--- config.mk ---
export PLATFORM = sky130hd
export DESIGN_NAME = quad_motor_mixer_pwm_unit
export DESIGN_NICKNAME = d
export VERILOG_FILES = /design/src/rtl/qmm_pkg.sv /design/src/rtl/qmm_mix_seq.sv /design/src/rtl/qmm_pulse_gen.sv /design/src/rtl/quad_motor_mixer_pwm_unit.sv
export SDC_FILE = /design/constraint.sdc
export NUM_CORES = 1
export LEC_CHECK = 0
export ABC_AREA = 1
export BUFFER_PORTS_ARGS = -buffer_cell sky130_fd_sc_hd__buf_2
export CELL_PAD_IN_SITES_DETAIL_PLACEMENT = 0
export CELL_PAD_IN_SITES_GLOBAL_PLACEMENT = 1
export CORE_ASPECT_RATIO = 0.75
export CORE_MARGIN = 3
export CORE_UTILIZATION = 44
export CTS_CLUSTER_SIZE = 8
export DETAILED_ROUTE_END_ITERATION = 8
export GPL_TIMING_DRIVEN = 0
export HOLD_SLACK_MARGIN = 0.15
export PLACE_DENSITY_LB_ADDON = 0.1
export SETUP_SLACK_MARGIN = 0.15
export SYNTH_ARGS = -nofsm -noshare
export SYNTH_HDL_FRONTEND = slang
export SYNTH_HIERARCHICAL = 1
export SYNTH_SLANG_ARGS = --single-unit
--- constraint.sdc ---
create_clock -name i_clk -period 7.7 [get_ports i_clk]
set_input_delay 0.77 -clock i_clk [delete_from_list [all_inputs] [get_ports i_clk]]
set_output_delay 0.77 -clock i_clk [all_outputs]
set_load 0.005 [all_outputs]
--- src/rtl/qmm_pkg.sv ---
// ----------------------------------------------------------------------------
// qmm_pkg
// Shared types, constants and codes of the quad motor mixer and pulse unit.
// ----------------------------------------------------------------------------
package qmm_pkg;

    localparam int FRAC_BITS   = 12;
    localparam int MOTOR_COUNT = 4;
    localparam int MIDX_W      = $clog2(MOTOR_COUNT);

    localparam int AXIS_W = 14;
    localparam int THR_W  = 13;
    localparam int WID_W  = 12;
    localparam int TICK_W = 16;
    localparam int MIX_W  = 16;

    localparam logic [THR_W-1:0]  ONE_THR    = THR_W'(1 << FRAC_BITS);
    localparam logic [MIX_W-1:0]  NINETENTHS = MIX_W'((9 * (1 << FRAC_BITS) + 5) / 10);

    localparam logic [TICK_W-1:0] RST_CYCLE_LEN = 16'd4000;
    localparam logic [WID_W-1:0]  RST_MIN_PULSE = 12'd1000;
    localparam logic [WID_W-1:0]  RST_MAX_PULSE = 12'd2000;

    localparam int PADDR_W = 4;
    localparam int PDATA_W = 32;

    localparam logic [1:0] REG_CYCLE_LEN = 2'd0;
    localparam logic [1:0] REG_MIN_PULSE = 2'd1;
    localparam logic [1:0] REG_MAX_PULSE = 2'd2;

    localparam logic CMD_TICK   = 1'b0;
    localparam logic CMD_DEMAND = 1'b1;

    typedef enum logic [2:0] {
        S_IDLE,
        S_MUL_P,
        S_MUL_R,
        S_MUL_Y,
        S_MIX,
        S_WID
    } t_seq_state;

    // pending width write from the mixer sequencer
    typedef struct packed {
        logic              we;
        logic [MIDX_W-1:0] idx;
        logic [WID_W-1:0]  width;
        logic              last;
    } t_pend_wr;

    // line state and start flag, as presented on the result word
    typedef struct packed {
        logic [MOTOR_COUNT-1:0] lines;
        logic                   started;
    } t_pulse_stat;

    // negate mask {pitch, roll, yaw} for each motor of the X frame
    function automatic logic [2:0] mix_neg(input logic [MIDX_W-1:0] k);
        logic [2:0] m;
        case (k)
            2'd0:    m = 3'b010;
            2'd1:    m = 3'b001;
            2'd2:    m = 3'b100;
            2'd3:    m = 3'b111;
            default: m = 3'b000;
        endcase
        return m;
    endfunction

endpackage

--- src/rtl/qmm_mix_seq.sv ---
// ----------------------------------------------------------------------------
// qmm_mix_seq
// Mixer sequencer: one shared multiplier computes the axis products, then
// the four motor levels and their pulse widths, one motor per cycle.
// ----------------------------------------------------------------------------
module qmm_mix_seq
    import qmm_pkg::*;
(
    input  logic                     i_clk,
    input  logic                     i_rst_n,
    input  logic                     i_start,
    input  logic signed [AXIS_W-1:0] i_pitch,
    input  logic signed [AXIS_W-1:0] i_roll,
    input  logic signed [AXIS_W-1:0] i_yaw,
    input  logic [THR_W-1:0]         i_throttle,
    input  logic [WID_W-1:0]         i_min_pulse,
    input  logic [WID_W-1:0]         i_max_pulse,
    output logic                     o_busy,
    output t_pend_wr                 o_pend
);

    localparam logic signed [AXIS_W-1:0] AXIS_ONE = AXIS_W'(1 << FRAC_BITS);

    function automatic logic signed [AXIS_W-1:0] clamp_axis(
        input logic signed [AXIS_W-1:0] a
    );
        logic signed [AXIS_W-1:0] c;
        if (a > AXIS_ONE) begin
            c = AXIS_ONE;
        end else if (a < -AXIS_ONE) begin
            c = -AXIS_ONE;
        end else begin
            c = a;
        end
        return c;
    endfunction

    function automatic logic signed [MIX_W-1:0] term(
        input logic signed [AXIS_W-1:0] v,
        input logic                     neg
    );
        logic signed [MIX_W-1:0] x;
        x = $signed({{(MIX_W-AXIS_W){v[AXIS_W-1]}}, v});
        return neg ? -x : x;
    endfunction

    t_seq_state r_state, n_state;

    logic [MIDX_W-1:0]        r_k;
    logic [THR_W-1:0]         r_scaled;
    logic [THR_W-1:0]         r_thr;
    logic signed [AXIS_W-1:0] r_ap, r_ar, r_ay;
    logic signed [AXIS_W-1:0] r_p, r_r, r_y;
    logic [WID_W-1:0]         r_level;

    logic [THR_W+1:0]         w_thr3;
    logic [THR_W-1:0]         w_scaled;
    logic [WID_W-1:0]         w_span;
    logic signed [AXIS_W:0]   w_mul_a;
    logic signed [THR_W:0]    w_mul_b;
    logic signed [AXIS_W+THR_W+1:0] w_prod;
    logic signed [AXIS_W-1:0] w_axis_prod;
    logic [WID_W-1:0]         w_wid_frac;
    logic [MIDX_W-1:0]        w_lvl_idx;
    logic [2:0]               w_neg;
    logic signed [MIX_W-1:0]  w_mix;
    logic signed [MIX_W-1:0]  w_low;
    logic signed [MIX_W-1:0]  w_lv1;
    logic signed [MIX_W-1:0]  w_lv2;

    // 3/4 throttle
    assign w_thr3   = {2'b00, i_throttle} + {1'b0, i_throttle, 1'b0};
    assign w_scaled = w_thr3[THR_W+1:2];
    assign w_span   = (i_max_pulse >= i_min_pulse) ? (i_max_pulse - i_min_pulse) : '0;

    always_comb begin
        case (r_state)
            S_MUL_P: begin
                w_mul_a = {r_ap[AXIS_W-1], r_ap};
                w_mul_b = {1'b0, r_thr};
            end
            S_MUL_R: begin
                w_mul_a = {r_ar[AXIS_W-1], r_ar};
                w_mul_b = {1'b0, r_thr};
            end
            S_MUL_Y: begin
                w_mul_a = {r_ay[AXIS_W-1], r_ay};
                w_mul_b = {1'b0, r_thr};
            end
            S_WID: begin
                w_mul_a = {{(AXIS_W+1-WID_W){1'b0}}, r_level};
                w_mul_b = {{(THR_W+1-WID_W){1'b0}}, w_span};
            end
            default: begin
                w_mul_a = '0;
                w_mul_b = '0;
            end
        endcase
    end

    assign w_prod      = w_mul_a * w_mul_b;
    assign w_axis_prod = w_prod[FRAC_BITS+AXIS_W-1:FRAC_BITS];
    assign w_wid_frac  = w_prod[FRAC_BITS+WID_W-1:FRAC_BITS];

    // level of motor w_lvl_idx, clamped to [thr/2, 0.9]
    assign w_lvl_idx = (r_state == S_MIX) ? '0 : r_k + 1'b1;
    assign w_neg     = mix_neg(w_lvl_idx);
    assign w_mix     = $signed({{(MIX_W-THR_W){1'b0}}, r_scaled})
                     + term(r_p, w_neg[2]) + term(r_r, w_neg[1]) + term(r_y, w_neg[0]);
    assign w_low     = $signed({{(MIX_W-THR_W+1){1'b0}}, r_thr[THR_W-1:1]});
    assign w_lv1     = (w_mix < w_low) ? w_low : w_mix;
    assign w_lv2     = (w_lv1 > $signed(NINETENTHS)) ? $signed(NINETENTHS) : w_lv1;

    always_comb begin
        case (r_state)
            S_IDLE:  n_state = i_start ? S_MUL_P : S_IDLE;
            S_MUL_P: n_state = S_MUL_R;
            S_MUL_R: n_state = S_MUL_Y;
            S_MUL_Y: n_state = S_MIX;
            S_MIX:   n_state = S_WID;
            S_WID:   n_state = (r_k == MIDX_W'(MOTOR_COUNT - 1)) ? S_IDLE : S_WID;
            default: n_state = S_IDLE;
        endcase
    end

    always_comb begin
        o_busy       = (r_state != S_IDLE);
        o_pend.we    = (r_state == S_WID);
        o_pend.idx   = r_k;
        o_pend.width = i_min_pulse + w_wid_frac;
        o_pend.last  = (r_k == MIDX_W'(MOTOR_COUNT - 1));
    end

    always_ff @(posedge i_clk) begin
        if (!i_rst_n) begin
            r_state <= S_IDLE;
            r_k     <= '0;
        end else begin
            r_state <= n_state;
            if (r_state == S_MIX) begin
                r_k <= '0;
            end else if (r_state == S_WID) begin
                r_k <= r_k + 1'b1;
            end
        end
    end

    always_ff @(posedge i_clk) begin
        if (r_state == S_IDLE && i_start) begin
            r_scaled <= w_scaled;
            r_thr    <= (w_scaled > ONE_THR) ? ONE_THR : w_scaled;
            r_ap     <= clamp_axis(i_pitch);
            r_ar     <= clamp_axis(i_roll);
            r_ay     <= clamp_axis(i_yaw);
        end
        if (r_state == S_MUL_P) begin
            r_p <= w_axis_prod;
        end
        if (r_state == S_MUL_R) begin
            r_r <= w_axis_prod;
        end
        if (r_state == S_MUL_Y) begin
            r_y <= w_axis_prod;
        end
        if (r_state == S_MIX || r_state == S_WID) begin
            r_level <= w_lv2[WID_W-1:0];
        end
    end

endmodule

--- src/rtl/qmm_pulse_gen.sv ---
// ----------------------------------------------------------------------------
// qmm_pulse_gen
// Microsecond timer, pending and active pulse widths, and the four lines.
// ----------------------------------------------------------------------------
module qmm_pulse_gen
    import qmm_pkg::*;
(
    input  logic              i_clk,
    input  logic              i_rst_n,
    input  logic              i_tick,
    input  logic              i_demand,
    input  logic [TICK_W-1:0] i_cycle_len,
    input  t_pend_wr          i_pend,
    output t_pulse_stat       o_stat
);

    logic [TICK_W-1:0]      r_ticks;
    logic [WID_W-1:0]       r_pend [MOTOR_COUNT];
    logic                   r_pend_valid;
    logic [WID_W-1:0]       r_active [MOTOR_COUNT];
    logic [MOTOR_COUNT-1:0] r_lines;
    logic                   r_started;

    logic                   w_start;
    logic [TICK_W-1:0]      n_ticks;
    logic [WID_W-1:0]       n_active [MOTOR_COUNT];
    logic [MOTOR_COUNT-1:0] n_lines;

    assign w_start = r_pend_valid && (r_ticks >= i_cycle_len);

    always_comb begin
        if (w_start) begin
            n_ticks = '0;
        end else if (r_ticks != '1) begin
            n_ticks = r_ticks + 1'b1;
        end else begin
            n_ticks = r_ticks;
        end
        for (int k = 0; k < MOTOR_COUNT; k++) begin
            n_active[k] = w_start ? r_pend[k] : r_active[k];
            n_lines[k]  = (w_start | r_lines[k])
                        & (n_ticks < {{(TICK_W-WID_W){1'b0}}, n_active[k]});
        end
    end

    always_ff @(posedge i_clk) begin
        if (!i_rst_n) begin
            r_ticks      <= RST_CYCLE_LEN;
            r_pend_valid <= 1'b0;
            r_lines      <= '0;
            r_started    <= 1'b0;
            for (int k = 0; k < MOTOR_COUNT; k++) begin
                r_pend[k]   <= '0;
                r_active[k] <= '0;
            end
        end else begin
            if (i_tick) begin
                r_ticks   <= n_ticks;
                r_lines   <= n_lines;
                r_started <= w_start;
                for (int k = 0; k < MOTOR_COUNT; k++) begin
                    r_active[k] <= n_active[k];
                end
                if (w_start) begin
                    r_pend_valid <= 1'b0;
                end
            end
            if (i_demand) begin
                r_started <= 1'b0;
            end
            if (i_pend.we) begin
                r_pend[i_pend.idx] <= i_pend.width;
                if (i_pend.last) begin
                    r_pend_valid <= 1'b1;
                end
            end
        end
    end

    assign o_stat.lines   = r_lines;
    assign o_stat.started = r_started;

endmodule

--- src/rtl/quad_motor_mixer_pwm_unit.sv ---
// ----------------------------------------------------------------------------
// quad_motor_mixer_pwm_unit
// X-frame quadcopter motor mixer with servo-style pulse outputs.
//
//   channel  direction  handshake                   word
//   input    in         i_in_valid / o_in_stall     command, demands
//   output   out        o_out_valid / i_out_stall   motor lines, cycle_started
//   config   in         APB psel/penable/pwrite     3 registers at 0, 4, 8
//
// A tick word's result is registered the next cycle.
// A demand word stalls the input while the mixer sequencer is busy: three axis
// products and four width products go through its one shared multiplier.
// Reset (synchronous, active low) restores register defaults and idle lines.
// A stalled result holds the input channel stalled until it is taken.
// ----------------------------------------------------------------------------
module quad_motor_mixer_pwm_unit
    import qmm_pkg::*;
(
    input  logic                     i_clk,
    input  logic                     i_rst_n,

    input  logic                     i_in_valid,
    output logic                     o_in_stall,
    input  logic                     i_command,
    input  logic signed [AXIS_W-1:0] i_pitch_demand,
    input  logic signed [AXIS_W-1:0] i_roll_demand,
    input  logic signed [AXIS_W-1:0] i_yaw_demand,
    input  logic [THR_W-1:0]         i_throttle_demand,

    output logic                     o_out_valid,
    input  logic                     i_out_stall,
    output logic                     o_motor1_out,
    output logic                     o_motor2_out,
    output logic                     o_motor3_out,
    output logic                     o_motor4_out,
    output logic                     o_cycle_started,

    input  logic                     psel,
    input  logic                     penable,
    input  logic                     pwrite,
    input  logic [PADDR_W-1:0]       paddr,
    input  logic [PDATA_W-1:0]       pwdata,
    output logic [PDATA_W-1:0]       prdata,
    output logic                     pready
);

    logic [TICK_W-1:0] r_cycle_len;
    logic [WID_W-1:0]  r_min_pulse;
    logic [WID_W-1:0]  r_max_pulse;
    logic              r_out_valid;

    logic              w_busy;
    logic              w_in_acc;
    logic              w_cfg_wr;
    t_pend_wr          w_pend;
    t_pulse_stat       w_stat;

    assign pready     = 1'b1;
    assign w_cfg_wr   = psel & penable & pwrite;
    assign o_in_stall = w_busy | (r_out_valid & i_out_stall);
    assign w_in_acc   = i_in_valid & ~o_in_stall;

    always_ff @(posedge i_clk) begin
        if (!i_rst_n) begin
            r_cycle_len <= RST_CYCLE_LEN;
            r_min_pulse <= RST_MIN_PULSE;
            r_max_pulse <= RST_MAX_PULSE;
        end else if (w_cfg_wr) begin
            case (paddr[3:2])
                REG_CYCLE_LEN: r_cycle_len <= pwdata[TICK_W-1:0];
                REG_MIN_PULSE: r_min_pulse <= pwdata[WID_W-1:0];
                REG_MAX_PULSE: r_max_pulse <= pwdata[WID_W-1:0];
                default: ;
            endcase
        end
    end

    always_comb begin
        case (paddr[3:2])
            REG_CYCLE_LEN: prdata = {{(PDATA_W-TICK_W){1'b0}}, r_cycle_len};
            REG_MIN_PULSE: prdata = {{(PDATA_W-WID_W){1'b0}}, r_min_pulse};
            REG_MAX_PULSE: prdata = {{(PDATA_W-WID_W){1'b0}}, r_max_pulse};
            default:       prdata = '0;
        endcase
    end

    always_ff @(posedge i_clk) begin
        if (!i_rst_n) begin
            r_out_valid <= 1'b0;
        end else if (w_in_acc) begin
            r_out_valid <= 1'b1;
        end else if (!i_out_stall) begin
            r_out_valid <= 1'b0;
        end
    end

    qmm_mix_seq u_mix_seq (
        .i_clk       (i_clk),
        .i_rst_n     (i_rst_n),
        .i_start     (w_in_acc & (i_command == CMD_DEMAND)),
        .i_pitch     (i_pitch_demand),
        .i_roll      (i_roll_demand),
        .i_yaw       (i_yaw_demand),
        .i_throttle  (i_throttle_demand),
        .i_min_pulse (r_min_pulse),
        .i_max_pulse (r_max_pulse),
        .o_busy      (w_busy),
        .o_pend      (w_pend)
    );

    qmm_pulse_gen u_pulse_gen (
        .i_clk       (i_clk),
        .i_rst_n     (i_rst_n),
        .i_tick      (w_in_acc & (i_command == CMD_TICK)),
        .i_demand    (w_in_acc & (i_command == CMD_DEMAND)),
        .i_cycle_len (r_cycle_len),
        .i_pend      (w_pend),
        .o_stat      (w_stat)
    );

    assign o_out_valid     = r_out_valid;
    assign o_motor1_out    = w_stat.lines[0];
    assign o_motor2_out    = w_stat.lines[1];
    assign o_motor3_out    = w_stat.lines[2];
    assign o_motor4_out    = w_stat.lines[3];
    assign o_cycle_started = w_stat.started;

    a_no_accept_busy: assert property (@(posedge i_clk) disable iff (!i_rst_n)
        w_busy |-> !w_in_acc)
        else $error("word accepted while mixer busy");

    a_demand_starts_seq: assert property (@(posedge i_clk) disable iff (!i_rst_n)
        (w_in_acc && i_command == CMD_DEMAND) |=> w_busy)
        else $error("demand did not start the mixer");

    a_rise_on_start: assert property (@(posedge i_clk) disable iff (!i_rst_n)
        $rose(o_motor1_out) |-> o_cycle_started)
        else $error("pulse line rose outside a group start");

endmodule

Yosys cells after proc, flatten, opt, wreduce, memory -nomap -nowiden
Memory sizes are Yosys's and may differ from the RTL's.
Index checks and enable logic that the tools add are counted.
{"block": "word_totals", "ram_bits": 96, "word_cells": 145, "memories": 2, "reg_bits": 190, "output_inout_bits": 40, "inputBits": 99}
{"name": "u_pulse_gen.r_active", "words": 4, "word_bits": 12, "rd": 4, "rd_clocked_by_memory_dff": 0, "wr": 4, "line": "qmm_pulse_gen.sv:20", "text": "logic [WID_W-1:0] r_active [MOTOR_COUNT];"}
{"name": "u_pulse_gen.r_pend", "words": 4, "word_bits": 12, "rd": 4, "rd_clocked_by_memory_dff": 0, "wr": 4, "line": "qmm_pulse_gen.sv:18", "text": "logic [WID_W-1:0] r_pend [MOTOR_COUNT];"}
{"block": "op_classes", "multipliers": 1, "eq_ne": 13, "n_reduce_logical": 17, "addsub": 11, "magnitude_cmp": 15, "n_bitwise": 22, "mux": 42}
{"cell": "12-bit 2-to-1 mux", "n": 10}
{"cell": "16-bit 2-to-1 mux", "n": 6}
{"cell": "16-bit by 12-bit less-than comparator with 1-bit output", "n": 4}
{"cell": "15-bit one-hot mux with 4 select lines", "n": 1}
{"cell": "14-bit negation with 16-bit output", "n": 3}
{"cell": "16-bit one-hot mux with 3 select lines", "n": 1}
{"cell": "14-bit greater-than comparator (second input constant)", "n": 3}
{"cell": "14-bit by 13-bit less-than comparator with 1-bit output (second input constant)", "n": 3}
{"cell": "14-bit 2-to-1 mux", "n": 3}
{"cell": "16-bit adder", "n": 2}
{"cell": "15-bit by 14-bit multiplier with 26-bit output", "n": 1}
{"cell": "13-bit one-hot mux with 2 select lines", "n": 1}
{"cell": "3-bit one-hot mux with 6 select lines", "n": 1}
{"cell": "14-bit by 16-bit adder with 16-bit output", "n": 1}
{"cell": "16-bit by 1-bit adder with 16-bit output (second input constant)", "n": 1}
{"cell": "16-bit greater-or-equal comparator", "n": 1}
{"cell": "16-bit by 13-bit greater-than comparator with 1-bit output (second input constant)", "n": 1}
{"cell": "16-bit by 13-bit less-than comparator with 1-bit output", "n": 1}
{"cell": "16-bit inequality test (second input constant)", "n": 1}
{"cell": "13-bit by 14-bit adder with 15-bit output", "n": 1}
{"cell": "1-bit 2-to-1 mux", "n": 15}
{"cell": "13-bit greater-than comparator (second input constant)", "n": 1}
{"cell": "12-bit adder", "n": 1}
{"cell": "12-bit greater-or-equal comparator", "n": 1}
{"cell": "other kinds (23)", "n": 57}

Longest topological paths before layout
Gate-level depths: netlist of the first run.
{"block": "logic_depth", "ltp_word": 11, "mapped_depth": 51, "mapped_depth_nobuf": 50}

By module
The synthesis of the first run kept the hierarchy.
{"module": "qmm_mix_seq", "n_inst": 1, "seq_area_each_um2": 3763.6, "area_each_um2": 16314.4, "cells_each": 1959}
{"module": "qmm_pulse_gen", "n_inst": 1, "seq_area_each_um2": 3323.2, "area_each_um2": 6735.2, "cells_each": 688}
{"module": "quad_motor_mixer_pwm_unit", "n_inst": 1, "seq_area_each_um2": 820.8, "area_each_um2": 2048.2, "cells_each": 313}

Least setup slack after synthesis of the first run
Ideal clock, no wire load.
{"block": "synth_path", "kind": "reg-to-reg", "startpoint": "register r_min_pulse[1]", "endpoint": "memory u_pulse_gen.r_pend[3][10], data pin", "required_time_ns": 7.435, "setup_time_ns": 0.265, "period_less_slack_ns": 8.226, "path_stages_with_launch": 48, "path_buffers": 1, "slack_ns": -0.526, "t_arrival_ns": 7.960, "cell_sequence": "dfxtp_1 -> inv_1 -> ha_1 -> nand2_1 -> inv_1 -> nand2_1 -> nand3_1 -> nand2_1 -> nand3_2 -> nand2_1 -> inv_1 -> nand2_1 -> nand2_1 -> inv_1 -> clkbuf_1 -> nor2_1 -> fa_1 -> inv_1 -> [... 12 more ...] -> nand2_2 -> xor2_1 -> ha_1 -> inv_1 -> fa_1 -> o21ai_0 -> nand2_1 -> nand2_1 -> a21oi_1 -> nor2_1 -> o21ai_0 -> nand2_1 -> nand2_1 -> nand2_1 -> a21oi_1 -> xor2_1 -> inv_1 -> nor2_1"}
{"item": "start: declaration", "line": "quad_motor_mixer_pwm_unit.sv:48", "text": "logic [WID_W-1:0] r_min_pulse;"}
{"item": "start signal: assignment", "line": "quad_motor_mixer_pwm_unit.sv:71", "text": "REG_MIN_PULSE: r_min_pulse <= pwdata[WID_W-1:0];"}
{"item": "end: declaration", "line": "qmm_pulse_gen.sv:18"}

==> flow_metrics.tcl, run 1 <==
set metrics [dict create \
    overflow 0 \
    die_area_mm2 0.0600 \
    rows 75 \
    drt_first_pass_iters 6 \
    final_common_cell "inv_1" \
    setup_ws_ns -0.732 \
    dr_total_vias 20600 \
    ios 139 \
    p_comb_share_pct 46.1 \
    netlist.area_leader.share_pct 26.1 \
    io_buffer_count 103 \
    hold_viol 0 \
    synth_edf_count 218 \
    n_antenna_cell 0 \
    cts_num_sinks 286 \
    status "complete, but fails checks" \
    p_switching_w 0.00273 \
    synth.ff_latch_count 286 \
    post-route-util_pct 54.7 \
    synth_top_family_by_area "adder cells" \
    hpwl_um 58700 \
    core_area_mm2 0.0562 \
    synthAdderAreaFrac_pct 25.7 \
    final_cell_mix "inv_1 (526), nand2_1 (480), nor2_1 (370)" \
    final-setup-viol-count 35 \
    crit_arrival_ns 8.69 \
    p_leak_nw 14.6 \
    post-place-cells 3812 \
    max_freq_mhz 119 \
    synthMuxAreaShare_pct 1.84 \
    p_clk_share_pct 25.8 \
    drive_gt1_share_pct 22.2 \
    finClkSkew_ns 0.0543 \
    path_clk_slew_ns 0.05 \
    cp_max_fo 7 \
    switching_share_pct 40.6 \
    postSynth.asyncResetShare_pct 0 \
    relSlewSlack_pct 26.5 \
    seqPwrFrac_pct 28.0 \
    grt_pass1_wl_um 118000 \
    die_x_um 282 \
    post-route-period-util_pct 110 \
    ys_seq_area_share_pct 31.5 \
    finalNonFillerCells 4013 \
    ys_types 64 \
    drv_slew 0 \
    grt_pass1_vias 20600 \
    cap_violations 0 \
    yosys.area.top_type "edfxtp_1" \
    drt-total-wl_um 75900 \
    area_delta_synth_final_pct 22.4 \
    ys_warn_count 6 \
    cp-start-kind "flip-flop" \
    violations "negative setup slack" \
    rsz0062_at_grt "true" \
    synth_xor_area_share_pct 3.17 \
    ir_worst_vdd_mv 0.183 \
    p_int_w 0.00400 \
    postSynthAreaPerCell_um2 8.48 \
    required_ns 7.96 \
    pre_cts_slack_ns -1.99 \
    slowest_stage "fa_1" \
    holdCritPathClass "primary input to flip-flop" \
    synth_cells 2960 \
    cts_buffers 42 \
    die_h_um 213 \
    gp_congestion 0.940 \
    ant_nets 0 \
    p_per_area_mw_per_mm2 219 \
    cp_common_cell "inv_2" \
    period_minus_slack_ns 8.43 \
    grt_max_degree 30 \
    clkLatencyLatePin_ns 0.58 \
    drtIter0Drc 1521 \
    cpPeakStageDelay_ns 0.61 \
    synth.area.top_cells "edfxtp_1 (26%), fa_1 (16%), ha_1 (9.7%)" \
    synthSimpleGateAreaFrac_pct 19.9 \
    htree_levels 2 \
    start_util_pct 44.6 \
    cts_max_path_buffers 3 \
    synth-main-ff-cell "edfxtp_1" \
    critPathKind "flip-flop to flip-flop" \
    cts_tree "built" \
    total_power_w 0.00673 \
    fin_nets 3749 \
    grt_usage_pct 25.6 \
    root_buffer "clkbuf_16" \
    worst_pin_slew_ns 1.10 \
    antenna_found_initial 0 \
    route.detailed.drc 0 \
    syn_area_mm2 0.0251 \
    avgViaCountPerCell 5.13 \
    synth-compound-area-share_pct 7.11 \
    end_kind "flip-flop" \
    wire_per_inst_um 18.9 \
    cts_hold_buf 0 \
]
==> repair_timing <==
action / in CTS / in global routing
pin swaps: 146 / 63
setup endpoints to repair: 102 / 68
resized for setup: 232 / 77
gates cloned: 1 / 0
setup buffers: 115 / 14
==> worst max-delay path, delay by kind of cell, from the launching register on <==
kind                     cells  cell delay (ns)
adder cells (fa/ha/maj)     10             4.04
XOR/XNOR                     2             0.30
AO/OA/AOI/OAI                7             0.85
flip-flops                   1             0.35
buffers and inverters        9             0.78
AND/OR/NAND/NOR             20             1.78
==> layout make-up <==
class                      count  area, um^2
sequential                   286        7970
clock inverter                 6        80.1
multi-input combinational   2015       16100
tap                          731         915
timing repair buffer         236        1680
inverter                     596        2270
fill                        5190       25500
clock buffer                  65        1140
buffer                        78         566
==> registers in the layout, indices dropped and copies added (netlist names), 12 cells and up <==
register / cells
u_mix_seq/r_level: 12
u_mix_seq/r_ay: 14
u_mix_seq/r_ap: 14
u_mix_seq/r_r: 14
u_mix_seq/r_thr: 13
u_mix_seq/r_ar: 14
r_min_pulse: 12
u_pulse_gen/r_pend: 48
u_mix_seq/r_scaled: 13
u_pulse_gen/r_active: 48
r_max_pulse: 12
r_cycle_len: 16
u_mix_seq/r_y: 14
u_mix_seq/r_p: 14
u_pulse_gen/r_ticks: 16
==> synth_stat cells, types with 10 or more instances <==
| master | instances |
|---|---|
| nand2_2 | 15 |
| inv_2 | 24 |
| nand4_1 | 23 |
| nor3_1 | 25 |
| o21a_1 | 10 |
| nor2_2 | 14 |
| nand2_1 | 523 |
| xnor2_1 | 33 |
| edfxtp_1 | 218 |
| fa_1 | 200 |
| nand3_1 | 115 |
| ha_1 | 195 |
| buf_4 | 25 |
| a22o_1 | 23 |
| o21ai_0 | 64 |
| xor2_1 | 56 |
| inv_1 | 569 |
| clkbuf_1 | 36 |
| mux2i_1 | 38 |
| a21oi_1 | 124 |
| nor2_1 | 411 |
| nor4_1 | 13 |
| dfxtp_1 | 68 |
==> per-stage QoR <==
step / setup TNS [ns] / hold WS, ns / cell area (um^2)
floorplan: 0 / 0.451 / 25800
global placement: -74.92 / 0.471 / 27200
detailed placement: -74.14 / 0.487 / 27300
CTS: -10.22 / 0.400 / 30400
global route: -26.99 / 0.443 / 30700
finish: -14.97 / 0.434 / 30700
==> worst paths after layout <==
| path | startpoint | endpoint | slack, ns | cells past startpoint |
|---|---|---|---|---|
| max | r_max_pulse[0]$_SDFFE_PN0P_ | u_pulse_gen/r_pend[3][10]$_DFFE_PP_ | -0.73 | 48 |
| max reg2reg | r_max_pulse[0]$_SDFFE_PN0P_ | u_pulse_gen/r_pend[3][10]$_DFFE_PP_ | -0.73 | 48 |
| min | pwdata[11] | r_cycle_len[11]$_SDFFE_PN1P_ | 0.43 | 3 |
| min reg2reg | r_cycle_len[8]$_SDFFE_PN1P_ | r_cycle_len[8]$_SDFFE_PN1P_ | 0.49 | 2 |
==> power groups by stage <==
stage               clock network (W)  registers (W)  logic (W)
floorplan                           0        0.00191    0.00180
global placement                    0        0.00192    0.00255
detailed placement                  0        0.00192    0.00259
CTS                           0.00178        0.00188    0.00294
global route                  0.00184        0.00189    0.00342
finish                        0.00174        0.00189    0.00310
==> cells by family after synthesis <==
family                     count (synthesis)
adders and majority gates                395
and+or+nand+nor                         1180
muxes                                     44
buffers and inverters                    674
DFF                                      286
AOI/OAI and AO/OA                        289
xor gates and xnor gates                  90
other                                      2
==> layer usage <==
layer / GRT usage [%] / wire length [um] / up-vias
met2: 39.0 / 32500 / 612
li1: - / - / 9925
met3: 3.66 / 4820 / 97
met1: 38.6 / 37100 / 9967
met4: 5.61 / 1490 / 0
met5: 0 / 0 / -
Power figures use the tool's default switching activity.
==> inputs of run 2 (changes only) <==
Settings changed: SKIP_CTS_REPAIR_TIMING set to 1.
==> run 2 against run 1 <==
- the run still ends with negative setup slack left
- non-clock buffer count fell by 49
- cell count fell by 1.2%
- sequential share of layout area is 0.45 points higher
- via count fell by 2.1%
- core utilization down 0.99 points
- critical path type unchanged
==> flow_metrics.tcl, run 2 (synthesized netlist as in run 1, its figures left out) <==
set metrics [dict create \
    cp_max_fo 5 \
    setup_tns_ns -13.32 \
    drt-total-wl_um 74100 \
    avgViaCountPerCell 5.09 \
    cp-startpoint "r_max_pulse[0]$_SDFFE_PN0P_" \
    holdCritPathClass "primary input to flip-flop" \
    period_minus_slack_ns 8.51 \
    hold_viol 0 \
    max_freq_mhz 118 \
    gp_congestion 0.940 \
    clkLatencyLatePin_ns 0.58 \
    hpwl_um 58700 \
    overflow 0 \
    cts_num_sinks 286 \
    cpPeakStageDelay_ns 0.56 \
    antenna_found_initial 0 \
    wire_per_inst_um 18.7 \
    drt_first_pass_iters 5 \
    status "complete, but fails checks" \
    rows 75 \
    die_x_um 282 \
    p_per_area_mw_per_mm2 218 \
    violations "negative setup slack" \
    grt_pass1_vias 19700 \
    final_cell_mix "inv_1 (533), nand2_1 (482), nor2_1 (366)" \
    grt_pass1_wl_um 114000 \
    cp_common_cell "fa_1" \
    finalNonFillerCells 3964 \
    htree_levels 2 \
    total_power_w 0.00659 \
    pre_cts_slack_ns -1.99 \
    core_area_mm2 0.0562 \
    cts_tree "built" \
    cts_max_path_buffers 3 \
    path_clk_slew_ns 0.05 \
    finClkSkew_ns 0.0564 \
    cap_violations 0 \
    grt_max_degree 30 \
    min_from "pwdata[11]" \
    nFillCells 5264 \
    dr_total_vias 20200 \
    drv_slew 0 \
    drive_gt1_share_pct 20.4 \
    worst_pin_slew_ns 1.16 \
    final-setup-viol-count 36 \
    end_kind "flip-flop" \
    area_delta_synth_final_pct 20.2 \
    die_h_um 213 \
    io_buffer_count 103 \
    post-place-cells 3812 \
    ios 139 \
    top_regs "u_pulse_gen/r_active (48), u_pulse_gen/r_pend (48)" \
    fin_nets 3700 \
    rsz0062_at_grt "true" \
    n_antenna_cell 0 \
    setup_ws_ns -0.808 \
    critPathKind "flip-flop to flip-flop" \
    cp-start-kind "flip-flop" \
    grt_usage_pct 24.7 \
    relSlewSlack_pct 22.2 \
    post-route-period-util_pct 110 \
    final_common_cell "inv_1" \
    p_leak_nw 14.3 \
    crit_arrival_ns 8.78 \
    ir_worst_vdd_mv 0.184 \
    r2r_start "r_max_pulse[0]$_SDFFE_PN0P_" \
    route.detailed.drc 0 \
    start_util_pct 44.6 \
    slowest_stage "fa_1" \
    root_buffer "clkbuf_16" \
    ant_nets 0 \
    drtIter0Drc 1457 \
    die_area_mm2 0.0600 \
    cts_buffers 42 \
    required_ns 7.97 \
]
[run 2: changes by cell type in the layout (fill, tap and decap cells not counted), sizes merged]
| cell | previous run | this run |
|---|---|---|
| clkbuf | 99 | 98 |
| buf | 280 | 232 |
[run 2: worst paths after layout]
kind / to / slack (ns) / depth (start not counted)
setup / recovery: u_pulse_gen/r_pend[0][11]$_SDFFCE_PN0P_ / -0.81 / 44
hold / removal: r_cycle_len[11]$_SDFFE_PN1P_ / 0.44 / 3
setup reg to reg: u_pulse_gen/r_pend[0][11]$_SDFFCE_PN0P_ / -0.81 / 44
hold reg to reg: r_cycle_len[8]$_SDFFE_PN1P_ / 0.49 / 2
[run 2: area by class of cell]
class	count	area, um^2	share of cell area [%]
plain buffers	78	544	1.80
clock buffers	65	1140	3.77
clock inverters	6	80.1	0.265
inverters	596	2260	7.51
multi-input cells	2015	16000	53.0
flip-flops and latches	286	7960	26.4
well taps	731	915	3.03
repair buffers	187	1280	4.24
[run 2: metal layers]
layer / global-route usage (%) / vias up / part of all wire (%)
met2: 37.1 / 556 / 43
li1: - / 9829 / -
met5: 0 / - / 0
met1: 37.9 / 9706 / 49
met4: 4.84 / 0 / 1.5
met3: 3.73 / 81 / 6.2
[run 2: metrics by stage]
step	hold WS [ns]	cell area (um^2)	util [%]
finish	0.436	30200	53.7
global placement	0.471	27200	48.4
global route	0.444	30200	53.7
CTS	0.400	28500	50.7
detailed placement	0.487	27300	48.6
floorplan	0.451	25800	-
[run 2: critical path, delay by kind of cell (launching register included)]
kind	cells	cell delay (ns)
AO/OA/AOI/OAI	7	1.11
XOR/XNOR	2	0.36
adder cells (fa/ha/maj)	10	4.02
buffers and inverters	11	1.03
flip-flops	1	0.36
AND/OR/NAND/NOR	14	1.31
[run 2: power by group]
group	internal, W	switching (W)
logic	0.00106	0.00191
clock network	0.00102	0.000720
registers	0.00184	0.0000449
total	0.00392	0.00267
